==> src/rtl/core/fprmmu_pkg.sv <==
// shared types and constants of the fifo page replacement mmu
package fprmmu_pkg;

    localparam int VA_W     = 16;
    localparam int OFF_W    = 10;
    localparam int PROC_W   = 2;
    localparam int ACT_W    = 3;
    localparam int PCNT_W   = 7;
    localparam int OUT_FR_W = 6;
    localparam int CNT_W    = 32;
    localparam int CFG_IX_W = 3;

    localparam logic [CFG_IX_W-1:0] CFG_ACTIVE = 3'd0;
    localparam logic [CFG_IX_W-1:0] CFG_PAGES0 = 3'd1;
    localparam logic [CFG_IX_W-1:0] CFG_PAGES1 = 3'd2;
    localparam logic [CFG_IX_W-1:0] CFG_PAGES2 = 3'd3;
    localparam logic [CFG_IX_W-1:0] CFG_PAGES3 = 3'd4;

    localparam logic [ACT_W-1:0]  ACTIVE_RESET = 3'd4;
    localparam logic [PCNT_W-1:0] PAGES_RESET  = 7'd16;

    typedef enum logic [1:0] {
        ST_HIT     = 2'd0,
        ST_FREE    = 2'd1,
        ST_EVICT   = 2'd2,
        ST_INVALID = 2'd3
    } t_status;

    typedef enum logic [1:0] {
        PT_NOP   = 2'd0,
        PT_READ  = 2'd1,
        PT_SET   = 2'd2,
        PT_CLEAR = 2'd3
    } t_pt_cmd;

    typedef enum logic [1:0] {
        FT_NOP     = 2'd0,
        FT_READ    = 2'd1,
        FT_FILL    = 2'd2,
        FT_REPLACE = 2'd3
    } t_ft_cmd;

endpackage

==> src/rtl/core/fprmmu_addr_split.sv <==
// splits a virtual address into page and offset by reciprocal multiplication
module fprmmu_addr_split import fprmmu_pkg::*; #(
    parameter int PAGE_SIZE = 4
) (
    input  logic             i_clk,
    input  logic             i_load,
    input  logic [VA_W-1:0]  i_va,
    input  logic             i_div,
    input  logic             i_rem,
    output logic [VA_W-1:0]  o_page,
    output logic [OFF_W-1:0] o_offset
);

    // exact for every 16 bit address with this shift and rounded-up reciprocal
    localparam int SHIFT = VA_W + $clog2(PAGE_SIZE);
    localparam longint unsigned RECIP =
        ((longint'(1) << SHIFT) + longint'(PAGE_SIZE) - 1) / longint'(PAGE_SIZE);
    localparam int RC_W = VA_W + 1;
    localparam int PR_W = VA_W + RC_W;
    localparam int RM_W = VA_W + OFF_W + 1;
    localparam logic [RC_W-1:0] RECIP_W = RC_W'(RECIP);
    localparam logic [RM_W-1:0] PSZ     = RM_W'(PAGE_SIZE);

    logic [VA_W-1:0]  r_va;
    logic [VA_W-1:0]  r_page;
    logic [OFF_W-1:0] r_offset;
    logic [PR_W-1:0]  prod;
    logic [PR_W-1:0]  quot;
    logic [RM_W-1:0]  back;
    logic [RM_W-1:0]  diff;

    assign prod = PR_W'(r_va) * PR_W'(RECIP_W);
    assign quot = prod >> SHIFT;
    assign back = RM_W'(r_page) * PSZ;
    assign diff = RM_W'(r_va) - back;

    always_ff @(posedge i_clk) begin
        if (i_load) begin
            r_va <= i_va;
        end
        if (i_div) begin
            r_page <= quot[VA_W-1:0];
        end
        if (i_rem) begin
            r_offset <= diff[OFF_W-1:0];
        end
    end

    assign o_page   = r_page;
    assign o_offset = r_offset;

endmodule

==> src/rtl/core/fprmmu_page_table.sv <==
// page table: present bits in flops, frame numbers in a single-port memory
module fprmmu_page_table import fprmmu_pkg::*; #(
    parameter int PROCESS_COUNT = 4,
    parameter int MAX_PAGES     = 16,
    parameter int FRAME_COUNT   = 8,
    localparam int DEPTH = PROCESS_COUNT * MAX_PAGES,
    localparam int AW    = (DEPTH > 1) ? $clog2(DEPTH) : 1,
    localparam int FW    = (FRAME_COUNT > 1) ? $clog2(FRAME_COUNT) : 1
) (
    input  logic                 i_clk,
    input  logic                 i_rst_n,
    input  t_pt_cmd              i_cmd,
    input  logic [AW-1:0]        i_addr,
    input  logic [FW-1:0]        i_frame,
    output logic                 o_present,
    output logic [FW-1:0]        o_frame
);

    logic [DEPTH-1:0] r_valid;
    logic [FW-1:0]    r_mem [DEPTH];
    logic [FW-1:0]    r_rd_frame;
    logic             r_rd_present;

    always_ff @(posedge i_clk) begin
        if (!i_rst_n) begin
            r_valid <= '0;
        end else if (i_cmd == PT_SET) begin
            r_valid[i_addr] <= 1'b1;
        end else if (i_cmd == PT_CLEAR) begin
            r_valid[i_addr] <= 1'b0;
        end
    end

    always_ff @(posedge i_clk) begin
        if (i_cmd == PT_SET) begin
            r_mem[i_addr] <= i_frame;
        end
        if (i_cmd == PT_READ) begin
            r_rd_frame   <= r_mem[i_addr];
            r_rd_present <= r_valid[i_addr];
        end
    end

    assign o_present = r_rd_present;
    assign o_frame   = r_rd_frame;

`ifndef SYNTHESIS
    a_set_marks_present: assert property (@(posedge i_clk) disable iff (!i_rst_n)
        i_cmd == PT_SET |=> r_valid[$past(i_addr)])
        else $error("page table entry not present after a set");
`endif

endmodule

==> src/rtl/core/fprmmu_frame_table.sv <==
// frame table: page of each frame, fill count for free frames, fifo pointer
module fprmmu_frame_table import fprmmu_pkg::*; #(
    parameter int FRAME_COUNT = 8,
    parameter int MAX_PAGES   = 16,
    localparam int FW = (FRAME_COUNT > 1) ? $clog2(FRAME_COUNT) : 1,
    localparam int PW = (MAX_PAGES > 1) ? $clog2(MAX_PAGES) : 1
) (
    input  logic          i_clk,
    input  logic          i_rst_n,
    input  t_ft_cmd       i_cmd,
    input  logic [PW-1:0] i_page,
    output logic          o_full,
    output logic [FW-1:0] o_free_frame,
    output logic [FW-1:0] o_ptr,
    output logic [PW-1:0] o_page
);

    localparam int CW = $clog2(FRAME_COUNT + 1);

    // frames are never released, so the free ones are always the top ones
    logic [CW-1:0] r_fill;
    logic [FW-1:0] r_ptr;
    logic [PW-1:0] r_mem [FRAME_COUNT];
    logic [PW-1:0] r_rd_page;
    logic [FW-1:0] n_ptr;

    assign o_full       = (r_fill == CW'(FRAME_COUNT));
    assign o_free_frame = r_fill[FW-1:0];
    assign n_ptr = (r_ptr == FW'(FRAME_COUNT - 1)) ? '0 : r_ptr + FW'(1);

    always_ff @(posedge i_clk) begin
        if (!i_rst_n) begin
            r_fill <= '0;
            r_ptr  <= '0;
        end else if (i_cmd == FT_FILL) begin
            r_fill <= r_fill + CW'(1);
        end else if (i_cmd == FT_REPLACE) begin
            r_ptr <= n_ptr;
        end
    end

    always_ff @(posedge i_clk) begin
        if (i_cmd == FT_FILL) begin
            r_mem[r_fill[FW-1:0]] <= i_page;
        end else if (i_cmd == FT_REPLACE) begin
            r_mem[r_ptr] <= i_page;
        end
        if (i_cmd == FT_READ) begin
            r_rd_page <= r_mem[r_ptr];
        end
    end

    assign o_ptr  = r_ptr;
    assign o_page = r_rd_page;

`ifndef SYNTHESIS
    a_ptr_idle_until_full: assert property (@(posedge i_clk) disable iff (!i_rst_n)
        !o_full |-> r_ptr == '0)
        else $error("fifo pointer moved before all frames were taken");
    a_no_fill_when_full: assert property (@(posedge i_clk) disable iff (!i_rst_n)
        i_cmd == FT_FILL |-> !o_full)
        else $error("free frame taken with no frame free");
    a_replace_only_full: assert property (@(posedge i_clk) disable iff (!i_rst_n)
        i_cmd == FT_REPLACE || i_cmd == FT_READ |-> o_full)
        else $error("eviction started with a frame still free");
`endif

endmodule

==> src/rtl/core/fifo_page_replacement_mmu_core.sv <==
// top level of the fifo page replacement mmu: sequencer, counters, config, result register
//
// Each transaction is one memory access (process, virtual address); exactly one result comes
// back per access, with page, offset, frame, status and the running totals. The block takes one
// access at a time. A hit, an invalid address or a fault into a free frame passes through the
// address split, the page-table look-up and the decision before the block is ready again. A
// fault with eviction then reads the page of the oldest frame and scans the registered
// processes through the single port of the page-table memory, with a read for each process
// whose page count holds the evicted page. The address split is a reciprocal multiply
// followed by a multiply-back for the offset, each registered in its own state. A finished
// result sits in an output register, so the next access is taken while it waits; a further
// result waits in the block until that register is free. Configuration writes take effect
// at once and are meant for idle periods only. No clearing pass is needed after reset.
module fifo_page_replacement_mmu_core import fprmmu_pkg::*; #(
    parameter int PAGE_SIZE     = 4,
    parameter int FRAME_COUNT   = 8,
    parameter int MAX_PAGES     = 16,
    parameter int PROCESS_COUNT = 4
) (
    input  logic                i_clk,
    input  logic                i_rst_n,
    input  logic                i_in_valid,
    output logic                o_in_ready,
    input  logic [PROC_W-1:0]   i_process_id,
    input  logic [VA_W-1:0]     i_virtual_address,
    output logic                o_out_valid,
    input  logic                i_out_ready,
    output logic [1:0]          o_status,
    output logic [VA_W-1:0]     o_page_number,
    output logic [OFF_W-1:0]    o_page_offset,
    output logic [OUT_FR_W-1:0] o_frame_number,
    output logic [OUT_FR_W-1:0] o_evicted_page,
    output logic [CNT_W-1:0]    o_access_count,
    output logic [CNT_W-1:0]    o_fault_count,
    output logic [CNT_W-1:0]    o_hit_count,
    input  logic                i_cfg_we,
    input  logic [CFG_IX_W-1:0] i_cfg_index,
    input  logic [PCNT_W-1:0]   i_cfg_data
);

    localparam int DEPTH = PROCESS_COUNT * MAX_PAGES;
    localparam int AW    = (DEPTH > 1) ? $clog2(DEPTH) : 1;
    localparam int FW    = (FRAME_COUNT > 1) ? $clog2(FRAME_COUNT) : 1;
    localparam int PW    = (MAX_PAGES > 1) ? $clog2(MAX_PAGES) : 1;

    typedef enum logic [9:0] {
        S_IDLE     = 10'b00_0000_0001,
        S_DIV      = 10'b00_0000_0010,
        S_REM      = 10'b00_0000_0100,
        S_LOOK     = 10'b00_0000_1000,
        S_DECIDE   = 10'b00_0001_0000,
        S_EVRD     = 10'b00_0010_0000,
        S_SCAN_RD  = 10'b00_0100_0000,
        S_SCAN_CHK = 10'b00_1000_0000,
        S_COMMIT   = 10'b01_0000_0000,
        S_OUT      = 10'b10_0000_0000
    } t_state;

    t_state               r_state, n_state;
    logic [PROC_W-1:0]    r_proc;
    logic                 r_in_range;
    logic [AW-1:0]        r_slot;
    t_status              r_status;
    logic [FW-1:0]        r_frame;
    logic [PW-1:0]        r_evicted;
    logic [ACT_W-1:0]     r_scan_p;
    logic [AW-1:0]        r_scan_addr;
    logic [CNT_W-1:0]     r_access, r_fault, r_hit;
    logic [ACT_W-1:0]     r_active;
    logic [PCNT_W-1:0]    r_pages [4];

    logic                 r_out_valid;
    t_status              r_out_status;
    logic [VA_W-1:0]      r_out_page;
    logic [OFF_W-1:0]     r_out_offset;
    logic [OUT_FR_W-1:0]  r_out_frame;
    logic [OUT_FR_W-1:0]  r_out_evicted;
    logic [CNT_W-1:0]     r_out_access, r_out_fault, r_out_hit;

    logic [PCNT_W-1:0]    pages_lim [4];
    logic [ACT_W-1:0]     act;
    logic                 split_load, split_div, split_rem;
    logic [VA_W-1:0]      page;
    logic [OFF_W-1:0]     offset;
    t_pt_cmd              pt_cmd;
    logic [AW-1:0]        pt_addr;
    logic [FW-1:0]        pt_wr_frame;
    logic                 pt_present;
    logic [FW-1:0]        pt_rd_frame;
    t_ft_cmd              ft_cmd;
    logic                 ft_full;
    logic [FW-1:0]        ft_free;
    logic [FW-1:0]        ft_ptr;
    logic [PW-1:0]        ft_page;
    logic [AW-1:0]        scan_addr;
    logic                 scan_hit_range;
    logic                 out_load;
    logic                 accept;

    // page count seen by each process, clamped, zero beyond the built processes
    always_comb begin
        for (int i = 0; i < 4; i++) begin
            if (i >= PROCESS_COUNT) begin
                pages_lim[i] = '0;
            end else if (r_pages[i] > PCNT_W'(MAX_PAGES)) begin
                pages_lim[i] = PCNT_W'(MAX_PAGES);
            end else begin
                pages_lim[i] = r_pages[i];
            end
        end
    end

    assign act = (r_active > ACT_W'(PROCESS_COUNT)) ? ACT_W'(PROCESS_COUNT) : r_active;

    // shared compare of the scan: evicted page within this process's page count
    assign scan_hit_range = PCNT_W'(r_evicted) < pages_lim[r_scan_p[PROC_W-1:0]];
    assign scan_addr      = AW'(int'(r_scan_p) * MAX_PAGES + int'(r_evicted));

    assign o_in_ready = (r_state == S_IDLE);
    assign accept     = i_in_valid && o_in_ready;
    assign out_load   = (r_state == S_OUT) && (!r_out_valid || i_out_ready);

    always_comb begin
        n_state     = r_state;
        split_load  = 1'b0;
        split_div   = 1'b0;
        split_rem   = 1'b0;
        pt_cmd      = PT_NOP;
        pt_addr     = r_slot;
        pt_wr_frame = r_frame;
        ft_cmd      = FT_NOP;
        unique case (r_state)
            S_IDLE: begin
                split_load = accept;
                if (accept) begin
                    n_state = S_DIV;
                end
            end
            S_DIV: begin
                split_div = 1'b1;
                n_state   = S_REM;
            end
            S_REM: begin
                split_rem = 1'b1;
                n_state   = S_LOOK;
            end
            S_LOOK: begin
                pt_cmd  = PT_READ;
                n_state = S_DECIDE;
            end
            S_DECIDE: begin
                if (!r_in_range || pt_present) begin
                    n_state = S_OUT;
                end else if (!ft_full) begin
                    ft_cmd      = FT_FILL;
                    pt_cmd      = PT_SET;
                    pt_wr_frame = ft_free;
                    n_state     = S_OUT;
                end else begin
                    ft_cmd  = FT_READ;
                    n_state = S_EVRD;
                end
            end
            S_EVRD: begin
                n_state = S_SCAN_RD;
            end
            S_SCAN_RD: begin
                if (r_scan_p == act) begin
                    n_state = S_COMMIT;
                end else if (scan_hit_range) begin
                    pt_cmd  = PT_READ;
                    pt_addr = scan_addr;
                    n_state = S_SCAN_CHK;
                end
            end
            S_SCAN_CHK: begin
                if (pt_present && pt_rd_frame == r_frame) begin
                    pt_cmd  = PT_CLEAR;
                    pt_addr = r_scan_addr;
                end
                n_state = S_SCAN_RD;
            end
            S_COMMIT: begin
                ft_cmd  = FT_REPLACE;
                pt_cmd  = PT_SET;
                n_state = S_OUT;
            end
            S_OUT: begin
                if (out_load) begin
                    n_state = S_IDLE;
                end
            end
            default: begin
                n_state = S_IDLE;
            end
        endcase
    end

    always_ff @(posedge i_clk) begin
        if (!i_rst_n) begin
            r_state  <= S_IDLE;
            r_access <= '0;
            r_fault  <= '0;
            r_hit    <= '0;
        end else begin
            r_state <= n_state;
            if (r_state == S_DECIDE) begin
                r_access <= r_access + CNT_W'(1);
                if (r_in_range && pt_present) begin
                    r_hit <= r_hit + CNT_W'(1);
                end
                if (r_in_range && !pt_present) begin
                    r_fault <= r_fault + CNT_W'(1);
                end
            end
        end
    end

    always_ff @(posedge i_clk) begin
        if (accept) begin
            r_proc <= i_process_id;
        end
        if (r_state == S_REM) begin
            r_in_range <= page < VA_W'(pages_lim[r_proc]);
            r_slot     <= AW'(int'(r_proc) * MAX_PAGES + int'(page));
        end
        if (r_state == S_DECIDE) begin
            r_evicted <= '0;
            if (!r_in_range) begin
                r_status <= ST_INVALID;
                r_frame  <= '0;
            end else if (pt_present) begin
                r_status <= ST_HIT;
                r_frame  <= pt_rd_frame;
            end else if (!ft_full) begin
                r_status <= ST_FREE;
                r_frame  <= ft_free;
            end else begin
                r_status <= ST_EVICT;
                r_frame  <= ft_ptr;
            end
        end
        if (r_state == S_EVRD) begin
            r_evicted <= ft_page;
        end
        if (r_state == S_SCAN_RD) begin
            r_scan_addr <= scan_addr;
        end
    end

    // scan counter steps past a process once it is read, or at once when out of range
    always_ff @(posedge i_clk) begin
        if (!i_rst_n) begin
            r_scan_p <= '0;
        end else if (r_state == S_EVRD) begin
            r_scan_p <= '0;
        end else if ((r_state == S_SCAN_RD && r_scan_p != act && !scan_hit_range)
                     || r_state == S_SCAN_CHK) begin
            r_scan_p <= r_scan_p + ACT_W'(1);
        end
    end

    always_ff @(posedge i_clk) begin
        if (!i_rst_n) begin
            r_active <= ACTIVE_RESET;
            for (int i = 0; i < 4; i++) begin
                r_pages[i] <= PAGES_RESET;
            end
        end else if (i_cfg_we) begin
            unique case (i_cfg_index)
                CFG_ACTIVE: r_active   <= i_cfg_data[ACT_W-1:0];
                CFG_PAGES0: r_pages[0] <= i_cfg_data;
                CFG_PAGES1: r_pages[1] <= i_cfg_data;
                CFG_PAGES2: r_pages[2] <= i_cfg_data;
                CFG_PAGES3: r_pages[3] <= i_cfg_data;
                default: begin
                end
            endcase
        end
    end

    always_ff @(posedge i_clk) begin
        if (!i_rst_n) begin
            r_out_valid <= 1'b0;
        end else if (out_load) begin
            r_out_valid <= 1'b1;
        end else if (i_out_ready) begin
            r_out_valid <= 1'b0;
        end
    end

    always_ff @(posedge i_clk) begin
        if (out_load) begin
            r_out_status  <= r_status;
            r_out_page    <= page;
            r_out_offset  <= offset;
            r_out_frame   <= OUT_FR_W'(r_frame);
            r_out_evicted <= OUT_FR_W'(r_evicted);
            r_out_access  <= r_access;
            r_out_fault   <= r_fault;
            r_out_hit     <= r_hit;
        end
    end

    assign o_out_valid    = r_out_valid;
    assign o_status       = r_out_status;
    assign o_page_number  = r_out_page;
    assign o_page_offset  = r_out_offset;
    assign o_frame_number = r_out_frame;
    assign o_evicted_page = r_out_evicted;
    assign o_access_count = r_out_access;
    assign o_fault_count  = r_out_fault;
    assign o_hit_count    = r_out_hit;

    fprmmu_addr_split #(
        .PAGE_SIZE (PAGE_SIZE)
    ) u_split (
        .i_clk    (i_clk),
        .i_load   (split_load),
        .i_va     (i_virtual_address),
        .i_div    (split_div),
        .i_rem    (split_rem),
        .o_page   (page),
        .o_offset (offset)
    );

    fprmmu_page_table #(
        .PROCESS_COUNT (PROCESS_COUNT),
        .MAX_PAGES     (MAX_PAGES),
        .FRAME_COUNT   (FRAME_COUNT)
    ) u_pt (
        .i_clk     (i_clk),
        .i_rst_n   (i_rst_n),
        .i_cmd     (pt_cmd),
        .i_addr    (pt_addr),
        .i_frame   (pt_wr_frame),
        .o_present (pt_present),
        .o_frame   (pt_rd_frame)
    );

    fprmmu_frame_table #(
        .FRAME_COUNT (FRAME_COUNT),
        .MAX_PAGES   (MAX_PAGES)
    ) u_ft (
        .i_clk        (i_clk),
        .i_rst_n      (i_rst_n),
        .i_cmd        (ft_cmd),
        .i_page       (page[PW-1:0]),
        .o_full       (ft_full),
        .o_free_frame (ft_free),
        .o_ptr        (ft_ptr),
        .o_page       (ft_page)
    );

`ifndef SYNTHESIS
    a_access_counts_once: assert property (@(posedge i_clk) disable iff (!i_rst_n)
        r_state == S_DECIDE |=> r_access == $past(r_access) + CNT_W'(1))
        else $error("access total did not step once per transaction");
    a_invalid_zero_frame: assert property (@(posedge i_clk) disable iff (!i_rst_n)
        $rose(o_out_valid) && o_status == ST_INVALID
        |-> o_frame_number == '0 && o_evicted_page == '0)
        else $error("invalid access reported a frame or evicted page");
`endif

endmodule

==> config.mk <==
export PLATFORM = sky130hd
export DESIGN_NAME = fifo_page_replacement_mmu_core
export DESIGN_NICKNAME = d
export VERILOG_FILES = /design/src/rtl/core/fprmmu_pkg.sv /design/src/rtl/core/fprmmu_addr_split.sv /design/src/rtl/core/fprmmu_page_table.sv /design/src/rtl/core/fprmmu_frame_table.sv /design/src/rtl/core/fifo_page_replacement_mmu_core.sv
export SDC_FILE = /design/constraint.sdc
export NUM_CORES = 1
export LEC_CHECK = 0
export BUFFER_PORTS_ARGS = -buffer_cell sky130_fd_sc_hd__buf_2
export CAP_MARGIN = 25
export CORE_ASPECT_RATIO = 0.6
export CORE_MARGIN = 1.5
export CORE_UTILIZATION = 50
export CTS_CLUSTER_DIAMETER = 150
export DETAILED_ROUTE_END_ITERATION = 8
export GPL_TIMING_DRIVEN = 0
export PLACE_DENSITY_LB_ADDON = 0.05
export SYNTH_ARGS = -nofsm -noshare
export SYNTH_HDL_FRONTEND = slang
export SYNTH_SLANG_ARGS = --single-unit
==> constraint.sdc <==
create_clock -name i_clk -period 11.6 [get_ports i_clk]
set_input_delay 2.32 -clock i_clk [delete_from_list [all_inputs] [get_ports i_clk]]
set_output_delay 2.32 -clock i_clk [all_outputs]
set_load 0.01 [all_outputs]
**Yosys cells after proc, flatten, opt, wreduce, memory -nomap -nowiden**

Memories as Yosys holds them, arrays and structs flattened. A register that Yosys moved wholly into a read port is not among the register bits.
Index checks and enable logic that the tools add are counted.

- Add/subtract/negate cells: 9
- Order comparisons: 11
- Eq/ne operators: 28
- Muxes and demuxes: 83
- Bitwise gates (word level): 11
- Reduce and logical (&&, ||, !) cells: 27

Operator list:

| kind | count |
|---|---|
| $mux W64 | 2 |
| $add A32 B1 Y32 const B | 3 |
| $pmux W10 S9 | 1 |
| $mux W7 | 12 |
| $and A64 B64 Y64 | 1 |
| $not A64 Y64 | 1 |
| $or A64 B64 Y64 | 1 |
| $mux W10 | 6 |
| $mux W1 | 34 |
| $bmux W7 S2 | 2 |
| $gt A7 B5 Y1 const B | 4 |
| $mux W3 | 8 |
| $mux W6 | 3 |
| $lt A14 B7 Y1 | 1 |
| $mux W2 | 7 |
| $mux W4 | 3 |
| $pmux W6 S2 | 1 |
| $eq A10 B1 Y1 const B | 1 |
| $eq A10 B10 Y1 const B | 1 |
| $eq A10 B2 Y1 const B | 1 |
| $eq A10 B3 Y1 const B | 1 |
| $eq A10 B4 Y1 const B | 1 |
| $eq A10 B5 Y1 const B | 1 |
| $eq A10 B6 Y1 const B | 1 |
| 40 further kinds | 72 |

- Register bits after elaboration: 378
- Bits in writable memories: 252
- Output and inout bits: 138
- Word-level logic and storage cells: 201
- Memories kept: 3

Memories:

| memory | words | bits a word | read ports | clocked after Yosys merged registers in | write ports | line | text |
|---|---|---|---|---|---|---|---|
| u_pt.r_mem | 64 | 3 | 1 | 1 | 1 | fprmmu_page_table.sv:20 | `logic [FW-1:0] r_mem [DEPTH];` |
| u_ft.r_mem | 8 | 4 | 1 | 1 | 1 | fprmmu_frame_table.sv:23 | `logic [PW-1:0] r_mem [FRAME_COUNT];` |
| r_pages | 4 | 7 | 4 | 0 | 4 | fifo_page_replacement_mmu_core.sv:70 | `logic [PCNT_W-1:0] r_pages [4];` |

**Longest topological paths before layout**

Gate-level depths: netlist of the first run.
An unclocked memory read counts as a cell.

- Depth in word-level cells: 18
- Depth in mapped cells: 20
- Mapped depth without buffers: 15

**Modules after synthesis**

Synthesis of the first run repeated with hierarchy kept, for this count alone.

- Cells, all modules: 1978
- Area total of the unflattened synthesis: 26260.2 µm²

Modules (own cells, without submodules):

| module | times used | cells each | area each (µm²) | seq. area each (µm²) |
|---|---|---|---|---|
| fifo_page_replacement_mmu_core | 1 | 947 | 11872.6 | 7757.4 |
| fprmmu_page_table | 1 | 832 | 10976.8 | 7166.9 |
| fprmmu_frame_table | 1 | 113 | 1859.3 | 1221.2 |
| fprmmu_addr_split | 1 | 86 | 1551.5 | 1201.2 |

**Worst setup path before layout of the first run**

Ideal clock, no wire load.

- Path kind: input-to-reg
- Start point: input port i_out_ready
- End point: register r_out_access[0], in the netlist o_access_count[0] (enable)
- Library setup time: 0.633 ns
- Arrival time: 8.139 ns
- Required time: 10.967 ns
- Path slack: 2.828 ns
- Stages: 2
- Path buffers: 0
- Path through: nand2b_1 nor2b_1

- Word-level cells in the longest chain between the ends: 2

RTL lines:

| element | line | text |
|---|---|---|
| start: declaration | fifo_page_replacement_mmu_core.sv:27 | `input logic i_out_ready,` |
| $logic_or A1 B1 Y1 | fifo_page_replacement_mmu_core.sv:121 | `assign out_load = (r_state == S_OUT) && (!r_out_valid \|\| i_out_ready);` |
| $logic_and A1 B1 Y1 | fifo_page_replacement_mmu_core.sv:121 |  |
| net out_load | fifo_page_replacement_mmu_core.sv:97 | `logic out_load;` |
| end signal: assignment | fifo_page_replacement_mmu_core.sv:299 | `r_out_access <= r_access;` |
| end: declaration | fifo_page_replacement_mmu_core.sv:78 | `logic [CNT_W-1:0] r_out_access, r_out_fault, r_out_hit;` |

The timed path passes the listed nets, and every way through them passes these cells.
A chain may end at the register's enable or synchronous reset.

==> metrics, run 1 <==
status finished, final reports clean; fillers 4254; DP HPWL 54700 um; GR met1 Demand/Resource 45.3%; Clock transition at path regs 0.06 ns; Switching Share 20.4%; hold_buf cts 0; Die Wd 299 um; mapped cell area 26200 sq um; clock skew 0.0137 ns; met2 Use GR 35.3%; GR peak layer met1; fin crit period 7.19 ns; Hold Path Class flip-flop to flip-flop; RD Place Congestion 0.969; Synth area leaders edfxtp_1, dfxtp_1, nand2_1; clock power share 43.6%; CTS Buffer Depth 3; MaxCap Viol Count 0; vias in the first global route 17600; post-cts repair resize count 0; Die H 180 um; crit-path max FO 10; layout cell share with drive strength beyond 1 15.3%; sequential power share 54.5%; VDD IR max 0.106 mV; total congestion overflow 0; synth unique cells 89; Vias/cell 5.91; Hold Path Sink u_split.o_page[13]; Initial Utilization 51.1%; io pins 171; antenna viol nets, final 0; Placed Cells 3066; critical path arrival 7.45 ns; Slew @ Worst Pin 1.11 ns; Final Instance Area 30100 sq um; Port-buffer cells 162; leakage 10.5 nW; fmax 139 MHz; multi-input logic area 8340 sq um; Nets 2495; dpl cell area 28200 sq um; Max Transition Viols Final 0; RSZ-0062 raised after global routing no; most common cell in the netlist edfxtp_1; FF+latch area 17300 sq um; prevailing post-synth register cell edfxtp_1; Worst Setup Path Type flip-flop to flip-flop; critical-path cell list nor3_2 > nand2_1 > mux4_2 > ha_1 > a2111oi_1 > nand2_1 > o22ai_1 > o21a_4 > buf_12 > o211ai_2 > buf_2 > buf_2 > buf_1 > nor2_1 > nand2_1 > nor2_1; First-pass DRT Iterations 7; DRC Markers 0; r2r worst-path depth 16; Yosys top cell by area edfxtp_1; H-tree depth 2; total power 0.00446 W; met3 Usage GRT 10.6%; setup bufs post-CTS 0; r2r setup slk 4.41 ns; final WL 77400 um; Power Density 148 nW/um^2; global-route wire length before repair 114000 um; Buf/Inv on CP 4; synth-to-layout area growth 14.9%; startpoint types flip-flop; full die area 53800 sq um; Switching Power 0.000911 W; std cell rows 64; synthesized area per cell 12.0 sq um; total number of vias 18800; crit-path max cell delay 0.90 ns; drt wl/cell 24.4 um; Finished Layout Cells 3175; period utilization 62.0%; hold path depth 0; cell repeated most along the worst path nand2_1; CTS Root Buffer Type clkbuf_16; clock insertion delay at the later pin of the skew report 0.60 ns; initial antenna violation count 2; CP top delay family simple AND/OR/NAND/NOR gates; combinational share of power 1.9%; diodes inserted 0; Crit. End Element flip-flop; initial DRC count 2167; CTS tree yes; RR Endpoint u_pt.r_mem[52][2]; Seq/Total Area, Yosys 66.0%; maximum number of pins on one net before global-route repair 47; final setup vio count 0; synth warn 0; CORE AREA 51300 sq um; Post-synth EDFFs 453; Post-Syn Instances 2191; internal power 0.00355 W; Slew headroom 26.1%; asr flop ratio synth 0%; share of the synthesized area in the top cell type 51.9%; Final Hold Vio Count 0; required time worst endpoint 11.86 ns; Reg-to-Reg Start r_pages[0][6]; Min Hold Slack 0.419 ns; Yosys reg bits 637; # clock sinks 637; Final TNS setup 0 ns; CTS buffer count 57; GRT Util Overall 28.3%; crit path max-delay cell type nor2_1; commonest cells in the netlist edfxtp_1, nand2_1, nor2_1, dfxtp_1, nand3_1; hold_sp u_split.r_va[15]
==> metal layers <==
| layer | vias up | part of all wire [%] |
|---|---|---|
| met4 | 0 | 2.6 |
| li1 | 8425 | - |
| met3 | 140 | 14 |
| met2 | 1036 | 37 |
| met5 | - | 0 |
| met1 | 9174 | 47 |
==> cell families (layout without fill, tap and decap cells) <==
kind of cell | Yosys count | in the layout | share of synthesized area [%]
fa+ha+maj | 26 | 26 | 1.27
flops | 637 | 637 | 66.0
xor+xnor | 99 | 99 | 3.31
simple gates | 888 | 888 | 16.0
buf+inv | 141 | 425 | 2.47
mux | 49 | 49 | 2.65
compound gates | 349 | 349 | 8.31
other cells | 2 | 9 | 0.0287
==> worst max-delay path by stage <==
| stage | startpoint | to | cells after the start |
|---|---|---|---|
| floorplan | i_out_ready | o_access_count[0] | 2 |
| global placement | i_out_ready | o_hit_count[24] | 3 |
| detailed placement | r_pages[0][6] | u_pt.r_mem[26][0] | 16 |
| CTS | r_pages[0][6] | u_pt.r_mem[26][0] | 16 |
| global route | r_pages[0][6] | u_pt.r_mem[52][1] | 16 |
| finish | r_pages[0][6] | u_pt.r_mem[52][2] | 16 |
==> placed cells by master (no fill, tap or decap), types with 28 or more instances in the layout <==
master,count
dfxtp_1,184
mux2i_1,30
edfxtp_1,453
and3_1,39
o21ai_0,91
xnor2_1,28
nand3_1,150
a21oi_1,138
clkbuf_16,59
and2_1,40
buf_2,203
nand2_1,302
nor2_1,209
xor2_1,71
clkbuf_1,60
==> power by group through the flow <==
stage	registers, W	clock network [W]	logic (W)
3_3_place_gp	0.00248	0	0.0000805
4_1_cts	0.00243	0.00197	0.0000835
3_5_place_dp	0.00248	0	0.0000834
6_report	0.00243	0.00194	0.0000846
5_1_grt	0.00243	0.00206	0.0000923
2_1_floorplan	0.00248	0	0.0000517
==> through the flow <==
stage               worst slack [ns]  utilization, %
floorplan                       2.83               -
global placement              -0.169            54.4
detailed placement              4.69            54.9
CTS                             4.67            58.6
global route                    4.26            58.7
finish                          4.41            58.7
==> worst reg2reg max path, delay by kind of cell (launching register included) <==
kind / cells / cell delay (ns)
flip-flops: 1 / 0.38
AND/OR/NAND/NOR: 6 / 2.93
adder cells (fa/ha/maj): 1 / 0.31
multiplexers: 1 / 0.50
buffers and inverters: 4 / 1.32
AO/OA/AOI/OAI: 4 / 1.40
==> cell type report <==
cell class,instances,share of cell area [%]
Inverter,27,0.336
Multi-Input combinational cell,1420,27.7
Sequential cell,637,57.4
Clock buffer,69,5.22
Buffer,114,1.81
Clock inverter,36,1.13
Timing Repair Buffer,179,3.57
Tap cell,693,2.88
(Power assumes the default switching activity.)
==> inputs of run 2 (changes only) <==
clock period = 5.85 ns   (was 11.6 ns; I/O delays follow)
==> metrics, run 2 (synthesized netlist as in run 1, its figures left out) <==
status finished, final reports clean; fmax 174 MHz; DP HPWL 54500 um; RSZ-0062 raised after global routing no; Die Wd 299 um; initial antenna violation count 1; met3 wire length 10000 um; First-pass DRT Iterations 6; final setup vio count 0; total number of vias 19000; critical path arrival 6.04 ns; M1 WL 36300 um; required time worst endpoint 6.14 ns; Final Instance Area 30400 sq um; Clock transition at path regs 0.07 ns; clock skew 0.0330 ns; layout cell share with drive strength beyond 1 16.7%; period utilization 98.2%; Worst Setup Path Type flip-flop to flip-flop; clock insertion delay at the later pin of the skew report 0.61 ns; Die H 180 um; final WL 77700 um; CTS tree yes; total congestion overflow 0; leakage 10.6 nW; Slew headroom 33.3%; crit-path max FO 10; Final Util 59.1%; # clock sinks 637; diodes inserted 0; Slew @ Worst Pin 0.990 ns; H-tree depth 2; startpoint types flip-flop; CTS Root Buffer Type clkbuf_16; Hold Path Class flip-flop to flip-flop; DRC Markers 0; maximum number of pins on one net before global-route repair 38; Vias/cell 5.95; std cell rows 64; RD Place Congestion 0.953; Min Hold Slack 0.417 ns; Crit. End Element flip-flop; hold_buf cts 0; io pins 171; Final TNS setup 0 ns; Initial Utilization 51.1%; CTS Buffer Depth 3; commonest non-fill, non-tap cell in the layout edfxtp_1; drt wl/cell 24.4 um; DR WL met2 29800 um; Final Hold Vio Count 0; most frequent cells in the layout edfxtp_1, nand2_1, buf_2; initial DRC count 2392; Max Transition Viols Final 0; global-route wire length before repair 114000 um; Port-buffer cells 162; GRT Util Overall 28.4%; total power 0.00869 W; Nets 2510; VDD IR max 0.233 mV; synth-to-layout area growth 15.8%; fin crit period 5.75 ns; CTS buffer count 57; dpl cell area 28200 sq um; Power Density 286 nW/um^2; vias in the first global route 17400; Top Layer Used met4; MaxCap Viol Count 0; antenna viol nets, final 0; full die area 53800 sq um; CORE AREA 51300 sq um
run 2: cell count changes in the layout (fill, tap and decap cells not counted), sizes merged:
cell and delta:
clkdlybuf4s18 +1, clkbuf +30, buf +2, clkinvlp -2, bufinv -4, clkinv -12
run 2: worst paths after layout:
check,start,to,slack (ns),cells past startpoint
min,u_split.o_offset[4],o_page_offset[4],0.42,0
min reg2reg,u_split.o_offset[4],o_page_offset[4],0.42,0
max reg2reg,r_pages[3][6],u_pt.o_frame[1],0.10,15
max,r_pages[3][6],u_pt.o_frame[1],0.10,15
run 2: per-layer routing:
metal / vias to the layer above / global-route usage (%)
met2: 1094 / 36.1
met4: 0 / 5.83
met5: - / 0
met1: 9281 / 46.0
li1: 8483 / -
met3: 131 / 9.39
run 2: area by class of cell:
type | instances | area (sq um)
flip-flops and latches | 637 | 17300
multi-input cells | 1420 | 8490
clock inverters | 18 | 145
fillers | 4195 | 21000
inverters | 27 | 101
well taps | 693 | 867
repair buffers | 194 | 1230
plain buffers | 114 | 588
clock buffers | 87 | 1640
run 2: timing repair:
action                     in CTS  in global routing
pin swaps                       2                  5
setup buffers                   2                  9
gates resized for setup        29                 37
setup endpoints to repair     243                206
run 2: critical path: stages (launching register included):
cell and delay, ns:
edfxtp_1 0.41, nor3_4 0.36, nand2_1 0.14, mux4_2 0.51, ha_1 0.31, a2111oi_1 0.47
nand2b_1 0.12, o21ai_2 0.26, o211ai_1 0.19, o211ai_2 0.29, clkbuf_4 0.43, buf_2 0.45
buf_2 0.48, o22ai_1 0.18, a2111oi_2 0.59, nand4_1 0.23
run 2: report_power, final:
group	leakage, nW	internal (W)	switching [W]
combinational	4.12	0.0000578	0.000113
sequential	5.63	0.00481	0.0000176
clock	0.877	0.00202	0.00166
total	10.6	0.00689	0.00179
run 2: metrics by stage:
step / setup slack (ns) / std cells
floorplan: 0.726 / 2198
global placement: -3.39 / 3053
detailed placement: -1.24 / 3069
CTS: 0.00508 / 3176
global route: 0.0108 / 3190
finish: 0.105 / 3190
